[src/sv/lfs_pkg.sv]
// shared types, reset values and the sensor pattern table for the line follower steering block
`default_nettype none

package lfs_pkg;

    localparam int SENSOR_W = 8;
    localparam int SPEED_W  = 7;
    localparam int GAIN_W   = 5;
    localparam int ERR_W    = 4;
    localparam int DIFF_W   = 5;
    localparam int STEER_W  = 8;
    localparam int CFG_IDX_W  = 3;
    localparam int CFG_DATA_W = 7;
    localparam int M_TDATA_W  = 32;

    // register indexes on the configuration port
    localparam logic [CFG_IDX_W-1:0] CFG_CRUISE_SPD  = 3'd0;
    localparam logic [CFG_IDX_W-1:0] CFG_PROP_GAIN   = 3'd1;
    localparam logic [CFG_IDX_W-1:0] CFG_DERIV_GAIN  = 3'd2;
    localparam logic [CFG_IDX_W-1:0] CFG_STEER_LIMIT = 3'd3;
    localparam logic [CFG_IDX_W-1:0] CFG_SPD_FLOOR   = 3'd4;
    localparam logic [CFG_IDX_W-1:0] CFG_SPD_CEIL    = 3'd5;

    localparam logic [SPEED_W-1:0] RST_CRUISE_SPD  = 7'd20;
    localparam logic [GAIN_W-1:0]  RST_PROP_GAIN   = 5'd5;
    localparam logic [GAIN_W-1:0]  RST_DERIV_GAIN  = 5'd7;
    localparam logic [SPEED_W-1:0] RST_STEER_LIMIT = 7'd25;
    localparam logic [SPEED_W-1:0] RST_SPD_FLOOR   = 7'd5;
    localparam logic [SPEED_W-1:0] RST_SPD_CEIL    = 7'd40;

    // number of repeats after the first read that make a pattern stable
    localparam logic [1:0] STABLE_REPEATS = 2'd2;

    typedef struct packed {
        logic [SPEED_W-1:0] cruise_spd;
        logic [GAIN_W-1:0]  prop_gain_half;
        logic [GAIN_W-1:0]  deriv_gain_half;
        logic [SPEED_W-1:0] steer_limit;
        logic [SPEED_W-1:0] spd_floor;
        logic [SPEED_W-1:0] spd_ceil;
    } cfg_t;

    typedef struct packed {
        logic signed [ERR_W-1:0]  err;
        logic signed [DIFF_W-1:0] diff;
    } track_item_t;

    typedef struct packed {
        logic                    hit;
        logic signed [ERR_W-1:0] err;
    } map_t;

    function automatic map_t map_pattern(input logic [SENSOR_W-1:0] pat);
        map_t m;
        m.hit = 1'b1;
        m.err = 4'sd0;
        case (pat)
            8'd0, 8'd24, 8'd60, 8'd126: m.err = 4'sd0;
            8'd8, 8'd16: m.err = 4'sd1;
            8'd32, 8'd48, 8'd56: m.err = 4'sd2;
            8'd64, 8'd96, 8'd120, 8'd124: m.err = 4'sd4;
            8'd128, 8'd160, 8'd192, 8'd224,
            8'd240, 8'd248, 8'd252, 8'd254: m.err = 4'sd6;
            8'd4, 8'd12, 8'd28: m.err = -4'sd2;
            8'd2, 8'd6, 8'd14, 8'd30, 8'd62: m.err = -4'sd4;
            8'd1, 8'd3, 8'd7, 8'd15,
            8'd31, 8'd63, 8'd125: m.err = -4'sd6;
            default: m.hit = 1'b0;
        endcase
        return m;
    endfunction

endpackage

`default_nettype wire

[src/sv/lfs_track.sv]
// debounce of the sensor pattern, error lookup and pd difference, one registered item per transfer
`default_nettype none

module lfs_track
    import lfs_pkg::*;
(
    input  wire logic                aclk,
    input  wire logic                aresetn,
    input  wire logic                s_tvalid,
    output logic                     s_tready,
    input  wire logic [SENSOR_W-1:0] s_sensor_bits,
    output logic                     out_valid,
    input  wire logic                out_ready,
    output track_item_t              out_item
);

    logic [SENSOR_W-1:0]     prev_pattern_reg, prev_pattern_next;
    logic [1:0]              stable_count_reg, stable_count_next;
    // the error used by the last pd step always equals the held error
    logic signed [ERR_W-1:0] held_err_reg, held_err_next;
    logic                    valid_reg;
    track_item_t             item_reg, item_next;
    logic                    accept;
    logic [1:0]              count_inc;
    map_t                    lookup;
    logic signed [DIFF_W-1:0] err_ext, prior_ext;

    assign s_tready = !valid_reg || out_ready;
    assign accept   = s_tvalid && s_tready;
    assign lookup   = map_pattern(s_sensor_bits);
    assign count_inc = stable_count_reg + 2'd1;

    always_comb begin
        prev_pattern_next = prev_pattern_reg;
        stable_count_next = stable_count_reg;
        held_err_next     = held_err_reg;
        if (s_sensor_bits == prev_pattern_reg) begin
            if (count_inc >= STABLE_REPEATS) begin
                stable_count_next = 2'd0;
                if (lookup.hit) begin
                    held_err_next = lookup.err;
                end
            end else begin
                stable_count_next = count_inc;
            end
        end else begin
            prev_pattern_next = s_sensor_bits;
            stable_count_next = 2'd0;
        end
    end

    assign err_ext   = {held_err_next[ERR_W-1], held_err_next};
    assign prior_ext = {held_err_reg[ERR_W-1], held_err_reg};

    always_comb begin
        item_next.err = held_err_next;
        if (held_err_reg == 4'sd0 && held_err_next != 4'sd0) begin
            // halve toward zero on the first step away from center
            item_next.diff = (err_ext + $signed({4'b0, err_ext[DIFF_W-1]})) >>> 1;
        end else begin
            item_next.diff = err_ext - prior_ext;
        end
    end

    always_ff @(posedge aclk) begin
        if (!aresetn) begin
            prev_pattern_reg <= '0;
            stable_count_reg <= 2'd0;
            held_err_reg     <= 4'sd0;
            valid_reg        <= 1'b0;
        end else begin
            if (s_tready) begin
                valid_reg <= s_tvalid;
            end
            if (accept) begin
                prev_pattern_reg <= prev_pattern_next;
                stable_count_reg <= stable_count_next;
                held_err_reg     <= held_err_next;
            end
        end
    end

    always_ff @(posedge aclk) begin
        if (accept) begin
            item_reg <= item_next;
        end
    end

    assign out_valid = valid_reg;
    assign out_item  = item_reg;

    a_count_range: assert property (@(posedge aclk) disable iff (!aresetn)
        stable_count_reg != 2'd3)
        else $error("stable count reached three");

    a_err_range: assert property (@(posedge aclk) disable iff (!aresetn)
        held_err_reg <= 4'sd6 && held_err_reg >= -4'sd6)
        else $error("held error out of range");

    a_new_pattern: assert property (@(posedge aclk) disable iff (!aresetn)
        accept && s_sensor_bits != prev_pattern_reg |=>
            stable_count_reg == 2'd0 && held_err_reg == $past(held_err_reg))
        else $error("new pattern did not restart debounce");

endmodule

`default_nettype wire

[src/sv/lfs_steer.sv]
// pd sum, saturation and wheel speed clamp into the result register
`default_nettype none

module lfs_steer
    import lfs_pkg::*;
(
    input  wire logic        aclk,
    input  wire logic        aresetn,
    input  wire cfg_t        cfg,
    input  wire logic        in_valid,
    output logic             in_ready,
    input  wire track_item_t in_item,
    output logic             m_tvalid,
    input  wire logic        m_tready,
    output logic [SPEED_W-1:0]        m_left_cmd,
    output logic [SPEED_W-1:0]        m_right_cmd,
    output logic signed [ERR_W-1:0]   m_line_error,
    output logic signed [STEER_W-1:0] m_steer
);

    localparam int SUM_W = 11;

    logic                     m_valid_reg;
    logic [SPEED_W-1:0]        left_reg, left_next;
    logic [SPEED_W-1:0]        right_reg, right_next;
    logic signed [ERR_W-1:0]   err_reg;
    logic signed [STEER_W-1:0] steer_reg, steer_next;

    logic signed [SUM_W-1:0] p_term, d_term, pd_sum, pd_half, lim, sat;
    logic signed [SUM_W-1:0] base_s, left_raw, right_raw;

    assign in_ready = !m_valid_reg || m_tready;

    assign p_term = $signed({6'b0, cfg.prop_gain_half})
                  * $signed({{(SUM_W-ERR_W){in_item.err[ERR_W-1]}}, in_item.err});
    assign d_term = $signed({6'b0, cfg.deriv_gain_half})
                  * $signed({{(SUM_W-DIFF_W){in_item.diff[DIFF_W-1]}}, in_item.diff});
    assign pd_sum  = p_term + d_term;
    // divide by two, truncating toward zero
    assign pd_half = (pd_sum + $signed({10'b0, pd_sum[SUM_W-1]})) >>> 1;
    assign lim     = $signed({4'b0, cfg.steer_limit});

    always_comb begin
        sat = pd_half;
        if (pd_half > lim) begin
            sat = lim;
        end
        if (pd_half < -lim) begin
            sat = -lim;
        end
    end

    assign steer_next = sat[STEER_W-1:0];
    assign base_s     = $signed({4'b0, cfg.cruise_spd});
    assign left_raw   = base_s - sat;
    assign right_raw  = base_s + sat;

    function automatic logic [SPEED_W-1:0] clamp_speed(
        input logic signed [SUM_W-1:0] v,
        input logic [SPEED_W-1:0]      lo,
        input logic [SPEED_W-1:0]      hi
    );
        logic signed [SUM_W-1:0] r;
        r = v;
        if (r < $signed({4'b0, lo})) begin
            r = $signed({4'b0, lo});
        end
        if (r > $signed({4'b0, hi})) begin
            r = $signed({4'b0, hi});
        end
        return r[SPEED_W-1:0];
    endfunction

    assign left_next  = clamp_speed(left_raw, cfg.spd_floor, cfg.spd_ceil);
    assign right_next = clamp_speed(right_raw, cfg.spd_floor, cfg.spd_ceil);

    always_ff @(posedge aclk) begin
        if (!aresetn) begin
            m_valid_reg <= 1'b0;
        end else if (in_ready) begin
            m_valid_reg <= in_valid;
        end
    end

    always_ff @(posedge aclk) begin
        if (in_ready && in_valid) begin
            left_reg  <= left_next;
            right_reg <= right_next;
            err_reg   <= in_item.err;
            steer_reg <= steer_next;
        end
    end

    assign m_tvalid     = m_valid_reg;
    assign m_left_cmd   = left_reg;
    assign m_right_cmd  = right_reg;
    assign m_line_error = err_reg;
    assign m_steer      = steer_reg;

endmodule

`default_nettype wire

[src/sv/line_follow_steering_pd.sv]
// Line follower PD steering: each s_ transfer carries one 8-bit sensor pattern (bit 7 leftmost)
// and yields exactly one m_ transfer with left/right wheel speeds, the held tracking error and
// the saturated steering value. A pattern updates the error only on its third read in a row;
// unknown stable patterns keep the previous error. Items pass a tracking stage, then the pd
// multiply/saturate/clamp stage into the result register, one item per cycle unless the output
// stalls; the input keeps accepting while a result waits if the stages hold room. The user
// writes configuration registers via cfg_wr_en/cfg_index/cfg_wdata only while idle, unchecked.
`default_nettype none

module line_follow_steering_pd
    import lfs_pkg::*;
(
    input  wire logic                  aclk,
    input  wire logic                  aresetn,
    input  wire logic                  cfg_wr_en,
    input  wire logic [CFG_IDX_W-1:0]  cfg_index,
    input  wire logic [CFG_DATA_W-1:0] cfg_wdata,
    input  wire logic                  s_tvalid,
    output logic                       s_tready,
    input  wire logic [SENSOR_W-1:0]   s_tdata,   // [7:0] sensor_bits
    output logic                       m_tvalid,
    input  wire logic                  m_tready,
    // [6:0] left_cmd, [13:7] right_cmd, [17:14] line_error, [25:18] steer, [31:26] zero
    output logic [M_TDATA_W-1:0]       m_tdata
);

    cfg_t        cfg_reg;
    logic        mid_valid, mid_ready;
    track_item_t mid_item;

    logic [SPEED_W-1:0]        left_cmd, right_cmd;
    logic signed [ERR_W-1:0]   line_error;
    logic signed [STEER_W-1:0] steer;

    always_ff @(posedge aclk) begin
        if (!aresetn) begin
            cfg_reg.cruise_spd      <= RST_CRUISE_SPD;
            cfg_reg.prop_gain_half  <= RST_PROP_GAIN;
            cfg_reg.deriv_gain_half <= RST_DERIV_GAIN;
            cfg_reg.steer_limit     <= RST_STEER_LIMIT;
            cfg_reg.spd_floor       <= RST_SPD_FLOOR;
            cfg_reg.spd_ceil        <= RST_SPD_CEIL;
        end else if (cfg_wr_en) begin
            case (cfg_index)
                CFG_CRUISE_SPD:  cfg_reg.cruise_spd      <= cfg_wdata;
                CFG_PROP_GAIN:   cfg_reg.prop_gain_half  <= cfg_wdata[GAIN_W-1:0];
                CFG_DERIV_GAIN:  cfg_reg.deriv_gain_half <= cfg_wdata[GAIN_W-1:0];
                CFG_STEER_LIMIT: cfg_reg.steer_limit     <= cfg_wdata;
                CFG_SPD_FLOOR:   cfg_reg.spd_floor       <= cfg_wdata;
                CFG_SPD_CEIL:    cfg_reg.spd_ceil        <= cfg_wdata;
                default: ;
            endcase
        end
    end

    lfs_track u_track (
        .aclk          (aclk),
        .aresetn       (aresetn),
        .s_tvalid      (s_tvalid),
        .s_tready      (s_tready),
        .s_sensor_bits (s_tdata),
        .out_valid     (mid_valid),
        .out_ready     (mid_ready),
        .out_item      (mid_item)
    );

    lfs_steer u_steer (
        .aclk          (aclk),
        .aresetn       (aresetn),
        .cfg           (cfg_reg),
        .in_valid      (mid_valid),
        .in_ready      (mid_ready),
        .in_item       (mid_item),
        .m_tvalid      (m_tvalid),
        .m_tready      (m_tready),
        .m_left_cmd    (left_cmd),
        .m_right_cmd   (right_cmd),
        .m_line_error  (line_error),
        .m_steer       (steer)
    );

    assign m_tdata = {6'b0, steer, line_error, right_cmd, left_cmd};

endmodule

`default_nettype wire

[config.mk]
export PLATFORM = sky130hd
export DESIGN_NAME = line_follow_steering_pd
export DESIGN_NICKNAME = d
export VERILOG_FILES = /design/src/sv/lfs_pkg.sv /design/src/sv/lfs_track.sv /design/src/sv/lfs_steer.sv /design/src/sv/line_follow_steering_pd.sv
export SDC_FILE = /design/constraint.sdc
export NUM_CORES = 1
export LEC_CHECK = 0
export BUFFER_PORTS_ARGS = -buffer_cell sky130_fd_sc_hd__buf_2
export CORE_ASPECT_RATIO = 1.25
export CORE_MARGIN = 1
export CORE_UTILIZATION = 40
export CTS_CLUSTER_DIAMETER = 50
export DETAILED_ROUTE_END_ITERATION = 12
export GPL_ROUTABILITY_DRIVEN = 0
export SYNTH_ARGS = -nofsm -noshare
export SYNTH_HDL_FRONTEND = slang
export SYNTH_SLANG_ARGS = --single-unit
[constraint.sdc]
create_clock -name aclk -period 42.6 [get_ports aclk]
set_input_delay 4.26 -clock aclk [delete_from_list [all_inputs] [get_ports aclk]]
set_output_delay 4.26 -clock aclk [all_outputs]
set_load 0.005 [all_outputs]
==> key figures, run 1 <==
Clocking
  – Post-CTS Hold Buffers: 0
  – CTS tree: yes
  – Root Buffer: clkbuf_16
  – # clock sinks: 89
  – Max clock buf depth: 2
  – CTS Buf Count: 9
  – Clk Latency, worst-skew pair: 0.35 ns
  – Setup bufs post-CTS: 0
  – Clock transition at path regs: 0.07 ns
  – Post-CTS sizing: 0
  – CTS H-tree depth: 3

Critical path
  – CP required: 42.70 ns
  – Worst EP arrival: 15.21 ns
  – Crit-path max FO: 19
  – Crit path top cell by count: ha_1
  – Critical path class: reg2reg
  – R2r setup slk: 27.48 ns
  – Crit end category: flip-flop
  – Worst-path cell with the longest stage delay: fa_1
  – Delay of the slowest critical-path stage: 0.55 ns
  – Critical Path Source Type: flip-flop

Timing
  – Max-slew violation count: 0
  – Final worst path period share: 35.48%
  – Hold slack: 0.4525 ns
  – Final setup TNS: 0 ns
  – Final hold vios: 0
  – Least-Margin Pin Slew: 0.8266 ns
  – Clock skew: 0.01125 ns
  – Crit path time final: 15.12 ns
  – # setup viols final: 0
  – Slew headroom: 44.69%
  – Unrepaired setup endpoints after global routing: false
  – Max Freq: 66.16 MHz

Die
  – I/O pin count: 57
  – Rows: 58
  – Initial core utilization: 40.92%
  – Core Region: 0.02017 mm²
  – Die area: 0.02122 mm²
  – DIE WIDTH: 130.5 µm
  – Die height: 162.6 µm

Global route
  – First-pass GRT wire length: 31370 µm
  – Overflow after GRT: 0
  – Antenna violations before repair: 2
  – Total track usage: 18.95%
  – Vias in the first global route: 6389
  – Largest net degree at the start of global routing: 27

Detailed routing
  – Vias/cell: 5.270
  – DR iter-0 viols: 344
  – Post-route ant nets: 0
  – Remaining DRCs: 0
  – Pre-antenna DRT Iters: 5
  – WL/cell: 15.45 µm
  – Drt total wl: 19070 µm
  – Via count of the routed design: 6503

Synth
  – Synth Instances: 926
  – Sequential share of the synthesized area: 25.83%
  – Top cells by area, synth: ha_1 (17%), dfxtp_1 (13%), edfxtp_1 (13%), fa_1 (7.0%), nand2_1 (4.5%)
  – EDFF count, synth: 35
  – Synthesized area per cell: 8.915 µm²
  – Synth area leader: ha_1
  – Share of the synthesized area in the top cell type: 16.67%
  – Cell Area, Synth: 0.008255 mm²
  – #FFs+latches synth: 89
  – Ys async rst share: 0%
  – Ys Warns: 0
  – Ys flop type: dfxtp_1
  – Netlist cell types: 78

Place
  – Post-DP HPWL: 15390 µm
  – IO Port Bufs: 50
  – Inst Count DP: 1218

Min path
  – Hold Path Class: reg2reg

Cells and area
  – Most common cell after layout, fill and taps aside: ha_1
  – Area Growth Syn to Fin: 9.291%
  – Nets: 1121
  – N_diodes: 0
  – Share of cells above drive strength 1: 10.79%
  – Fin cells: 1234
  – Number of flip-flops in the largest register: 38
  – Commonest non-fill, non-tap cells in the layout: ha_1 (110), nand2_1 (99), inv_1 (87), nor2_1 (68), dfxtp_1 (54)

Outcome
  – Run status: finished, final reports clean

Job
  – Max Cap Violations: 0
## through the flow
stage | setup slack [ns] | area [µm²] | utilization, %
floorplan | 28.77 | 8274 | -
global placement | 27.69 | 8707 | 43.16
detailed placement | 27.48 | 8707 | 43.16
CTS | 27.49 | 9022 | 44.72
global route | 26.32 | 9022 | 44.72
finish | 27.48 | 9022 | 44.72
## Yosys cell counts, types with 4 or more instances
library cell,n
inv_1,87
edfxtp_1,35
o21a_1,7
o211ai_1,10
xor2_1,15
mux2_4,6
mux2i_1,31
nor2b_1,18
dfxtp_1,54
o31a_1,4
and3_1,4
a21oi_1,52
fa_1,29
o21ai_0,28
nor3_1,16
clkbuf_1,24
nand3_1,18
or3_1,4
nand2_1,99
nand4_1,9
mux2_1,6
a21o_1,9
o221ai_1,5
nand2b_1,18
nor2_1,68
o21bai_1,5
xnor2_1,27
nor4_1,5
a211oi_1,5
mux2_2,10
ha_1,110
a2111oi_0,5
and2_1,29
buf_4,6
## critical path, delay by kind of cell, from the launching register on
kind | cells | cell delay, ns
AO/OA/AOI/OAI | 13 | 3.61
multiplexers | 3 | 1.07
flip-flops | 1 | 0.42
buffers and inverters | 5 | 0.23
AND/OR/NAND/NOR | 18 | 3.60
XOR/XNOR | 1 | 0.17
adder cells (fa/ha/maj) | 15 | 5.76
## metal layers
layer	part of all wire (%)	global-route usage, %
met5	0.10	0
met3	3.2	2.497
met2	50	33.04
met4	2.1	7.106
met1	44	23.45
## final timing paths
path	from	end	depth (start not counted)
worst max-delay path	u_track.out_item[8]	u_steer.m_left_cmd[1]	55
worst min-delay path	u_track.stable_count_reg[1]	u_track.stable_count_reg[1]	2
worst max register to register	u_track.out_item[8]	u_steer.m_left_cmd[1]	55
worst min register to register	u_track.stable_count_reg[1]	u_track.stable_count_reg[1]	2
## cells by family after synthesis
| group | count (synthesis) | synth area share [%] |
|---|---|---|
| AO/OA/AOI/OAI | 174 | 14.69 |
| XOR/XNOR | 42 | 4.456 |
| adder cells (fa/ha/maj) | 139 | 23.70 |
| buffers and inverters | 122 | 6.047 |
| flip-flops | 89 | 25.83 |
| multiplexers | 53 | 7.032 |
| other | 1 | 0.04542 |
| AND/OR/NAND/NOR | 306 | 18.20 |
## cell type report
type,instances,area (µm²)
clock buffers,11,252.7
clock inverters,5,62.56
fillers,2024,11150
inverters,87,326.6
multi-input cells,720,5645
flip-flops and latches,89,2132
well taps,270,337.8
repair buffers,52,265.3
Power of run 1 is left out: the tool's default activity adds up to more than one toggle a clock period on the data nets, which glitch-free logic cannot reach.
==> run 2: changes to the inputs <==
--- a/config.mk
+++ b/config.mk
@@ -5,6 +5,7 @@
 export SDC_FILE = /design/constraint.sdc
 export NUM_CORES = 1
 export LEC_CHECK = 0
+export ABC_AREA = 1
 export BUFFER_PORTS_ARGS = -buffer_cell sky130_fd_sc_hd__buf_2
 export CORE_ASPECT_RATIO = 1.25
 export CORE_MARGIN = 1
==> constraint.sdc (replaced) <==
create_clock -name aclk -period 14.94 [get_ports aclk]
set_input_delay 1.494 -clock aclk [delete_from_list [all_inputs] [get_ports aclk]]
set_output_delay 1.494 -clock aclk [all_outputs]
set_load 0.005 [all_outputs]
==> run 2 against run 1 <==
Non-clock buffer count is the same. Worst setup slack got worse by 26 ns. Wire length shrank 0.29%. Flip-flop and latch count unchanged. Cell count is 15% higher. Highest routed layer is now met4.
==> key figures, run 2 <==
Outcome
  – Run status: finished, final reports clean (unchanged)

Synth
  – Synthesized area per cell: 7.518 µm² (was 8.915 µm²)
  – Ys Warns: 0 (unchanged)
  – Commonest cells in the netlist: nand2_1 (226), inv_1 (182), ha_1 (110) (was ha_1 (110), nand2_1 (99), inv_1 (87))
  – Sequential share of the synthesized area: 26.04% (was 25.83%)
  – Mux contribution to synthesized area: 0% (was 7.032%)
  – Post-Synth XOR/XNOR Area: 3.194% (was 4.456%)
  – Synth area leader: ha_1 (unchanged)
  – Largest family of logic cells by synthesized area: adder cells (unchanged)
  – Cell Area, Synth: 0.008187 mm² (was 0.008255 mm²)
  – Synth Area in Adders: 23.90% (was 23.70%)
  – Post-Synth Simple-Gate Area: 23.80% (was 18.20%)
  – Compound-gate portion of the synthesized area: 13.14% (was 14.69%)
  – Share of the synthesized area in the top cell type: 16.81% (was 16.67%)
  – Most frequent cell after synthesis: nand2_1 (was ha_1)
  – EDFF count, synth: 35 (unchanged)
  – Ys flop type: dfxtp_1 (unchanged)
  – Ys async rst share: 0% (unchanged)
  – Synth Instances: 1089 (was 926)
  – Netlist cell types: 49 (was 78)
  – #FFs+latches synth: 89 (unchanged)
  – Top cells by area, synth: ha_1 (17%), dfxtp_1 (13%), edfxtp_1 (13%), nand2_1 (10%), inv_1 (8.3%) (was ha_1 (17%), dfxtp_1 (13%), edfxtp_1 (13%), fa_1 (7.0%), nand2_1 (4.5%))

Global route
  – Total track usage: 19.45% (was 18.95%)
  – Largest net degree at the start of global routing: 46 (was 27)
  – Met3 usage in global routing: 2.306% (was 2.497%)
  – Vias in the first global route: 6823 (was 6389)
  – Most Crowded Layer GR: met2 (unchanged)
  – Met1 usage: 22.59% (was 23.45%)
  – Antenna violations before repair: 0 (was 2)
  – First-pass GRT wire length: 32040 µm (was 31370 µm)
  – M2 GR Usage: 36.05% (was 33.04%)
  – Overflow after GRT: 0 (unchanged)

Timing
  – Final worst path period share: 91.49% (was 35.48%)
  – Unrepaired setup endpoints after global routing: false (unchanged)
  – Clock skew: 0.01284 ns (was 0.01125 ns)
  – Least-Margin Pin Slew: 1.099 ns (was 0.8266 ns)
  – # setup viols final: 0 (unchanged)
  – Crit path time final: 13.67 ns (was 15.12 ns)
  – Max Freq: 73.16 MHz (was 66.16 MHz)
  – Slew headroom: 26.54% (was 44.69%)
  – Max-slew violation count: 0 (unchanged)
  – Final setup TNS: 0 ns (unchanged)
  – Final hold vios: 0 (unchanged)

Die
  – I/O pin count: 57 (unchanged)
  – DIE WIDTH: 130.0 µm (was 130.5 µm)
  – Rows: 58 (unchanged)
  – Die area: 0.02105 mm² (was 0.02122 mm²)
  – Die height: 161.9 µm (was 162.6 µm)
  – Core Region: 0.02010 mm² (was 0.02017 mm²)
  – Initial core utilization: 40.73% (was 40.92%)

Detailed routing
  – Remaining DRCs: 0 (unchanged)
  – Drt total wl: 19020 µm (was 19070 µm)
  – Via count of the routed design: 7061 (was 6503)
  – WL/cell: 13.45 µm (was 15.45 µm)
  – Vias/cell: 4.994 (was 5.270)
  – DR iter-0 viols: 318 (was 344)
  – Post-route ant nets: 0 (unchanged)
  – Pre-antenna DRT Iters: 5 (unchanged)

Clocking
  – Max clock buf depth: 2 (unchanged)
  – Clk Latency, worst-skew pair: 0.37 ns (was 0.35 ns)
  – Post-CTS Hold Buffers: 0 (unchanged)
  – Root Buffer: clkbuf_16 (unchanged)
  – Clock transition at path regs: 0.08 ns (was 0.07 ns)
  – CTS Buf Count: 9 (unchanged)
  – CTS tree: yes (unchanged)
  – # clock sinks: 89 (unchanged)
  – Setup bufs post-CTS: 0 (unchanged)
  – CTS H-tree depth: 3 (unchanged)
  – Post-CTS sizing: 0 (unchanged)

Cells and area
  – Area Growth Syn to Fin: 10.56% (was 9.291%)
  – Share of cells above drive strength 1: 11.10% (was 10.79%)
  – Nets: 1301 (was 1121)
  – Most common cell after layout, fill and taps aside: nand2_1 (was ha_1)
  – Number of flip-flops in the largest register: 38 (unchanged)
  – Fillers: 2074 (was 2024)
  – N_diodes: 0 (unchanged)
  – Fin cells: 1414 (was 1234)
  – Commonest non-fill, non-tap cells in the layout: nand2_1 (226), inv_1 (182), ha_1 (110), o21ai_0 (82), a21oi_1 (74) (was ha_1 (110), nand2_1 (99), inv_1 (87), nor2_1 (68), dfxtp_1 (54))

Min path
  – Hold Path Class: reg2reg (unchanged)
  – Hold path start: u_track.stable_count_reg[1] (unchanged)
  – WHS Path Cells: 2 (unchanged)
  – Hold EP: u_track.stable_count_reg[1] (unchanged)

Job
  – Max Cap Violations: 0 (unchanged)

Critical path
  – Worst EP arrival: 13.80 ns (was 15.21 ns)
  – Reg2reg end: u_steer.m_right_cmd[6] (was u_steer.m_left_cmd[1])
  – Register-to-Register Path Depth: 69 (was 55)
  – Critical Path Source Type: flip-flop (unchanged)
  – Crit-path max FO: 17 (was 19)
  – Worst r2r src: u_track.out_item[8] (unchanged)
  – R2r setup slk: 1.27 ns (was 27.48 ns)
  – Worst-path cell with the longest stage delay: fa_1 (unchanged)
  – CP required: 15.07 ns (was 42.70 ns)
  – Delay of the slowest critical-path stage: 0.55 ns (about the same)
  – Crit path top cell by count: inv_1 (was ha_1)
  – Critical path class: reg2reg (unchanged)
  – Crit end category: flip-flop (unchanged)

Place
  – Inst Count DP: 1398 (was 1218)
  – Post-DP HPWL: 15260 µm (was 15390 µm)
  – IO Port Bufs: 50 (unchanged)
## run 2: stage by stage
stage	hold WS, ns	cell area (µm²)	worst slack, ns	utilization, %
floorplan	0.4279	8205	2.253	-
global placement	0.4492	8728	1.554	43.42
detailed placement	0.4470	8728	1.320	43.42
CTS	0.4581	9051	1.255	45.03
global route	0.4703	9051	0.2273	45.03
finish	0.4520	9051	1.271	45.03
## run 2: worst max path at each step
stage | start | endpoint | slack, ns | cells past startpoint
final | u_track.out_item[8] | u_steer.m_right_cmd[6] | 1.27 | 69
after global routing | u_track.out_item[8] | u_steer.m_right_cmd[3] | 0.23 | 69
after CTS | u_track.out_item[8] | u_steer.m_right_cmd[6] | 1.25 | 68
after detailed placement | u_track.out_item[8] | u_steer.m_right_cmd[6] | 1.32 | 68
after global placement | u_track.out_item[8] | u_steer.m_right_cmd[6] | 1.55 | 68
after floorplan | u_track.out_item[8] | u_steer.m_right_cmd[2] | 2.25 | 69
## run 2: logic make-up after synthesis
group,after synthesis
and+or+nand+nor,428
AOI/OAI and AO/OA,194
DFF,89
other,1
adders and majority gates,139
xor gates and xnor gates,29
buffers and inverters,209
## run 2: area by class of cell
type	instances	area (µm²)	share of cell area [%]
Clock buffer	9	225.2	2.488
Clock inverter	7	97.59	1.078
Inverter	191	716.9	7.921
Multi-Input combinational cell	796	5276	58.29
Sequential cell	89	2132	23.56
Tap cell	270	337.8	3.732
Timing Repair Buffer	52	265.3	2.931
## run 2: critical path: cells and delay by family, from the launching register on
kind	cells	cell delay, ns
buffers and inverters	13	1.25
AOI/OAI and AO/OA	15	2.77
xor gates and xnor gates	3	0.60
adders and majority gates	17	6.23
and+or+nand+nor	21	2.19
DFF	1	0.37
## run 2: per-layer routing
metal	routed length [µm]	up-vias	share of wire [%]
met1	8247	3278	43
li1	-	3642	-
met5	0	-	0
met4	412	0	2.2
met3	487	24	2.6
met2	9868	117	52
Power of run 2 is left out for the same reason.
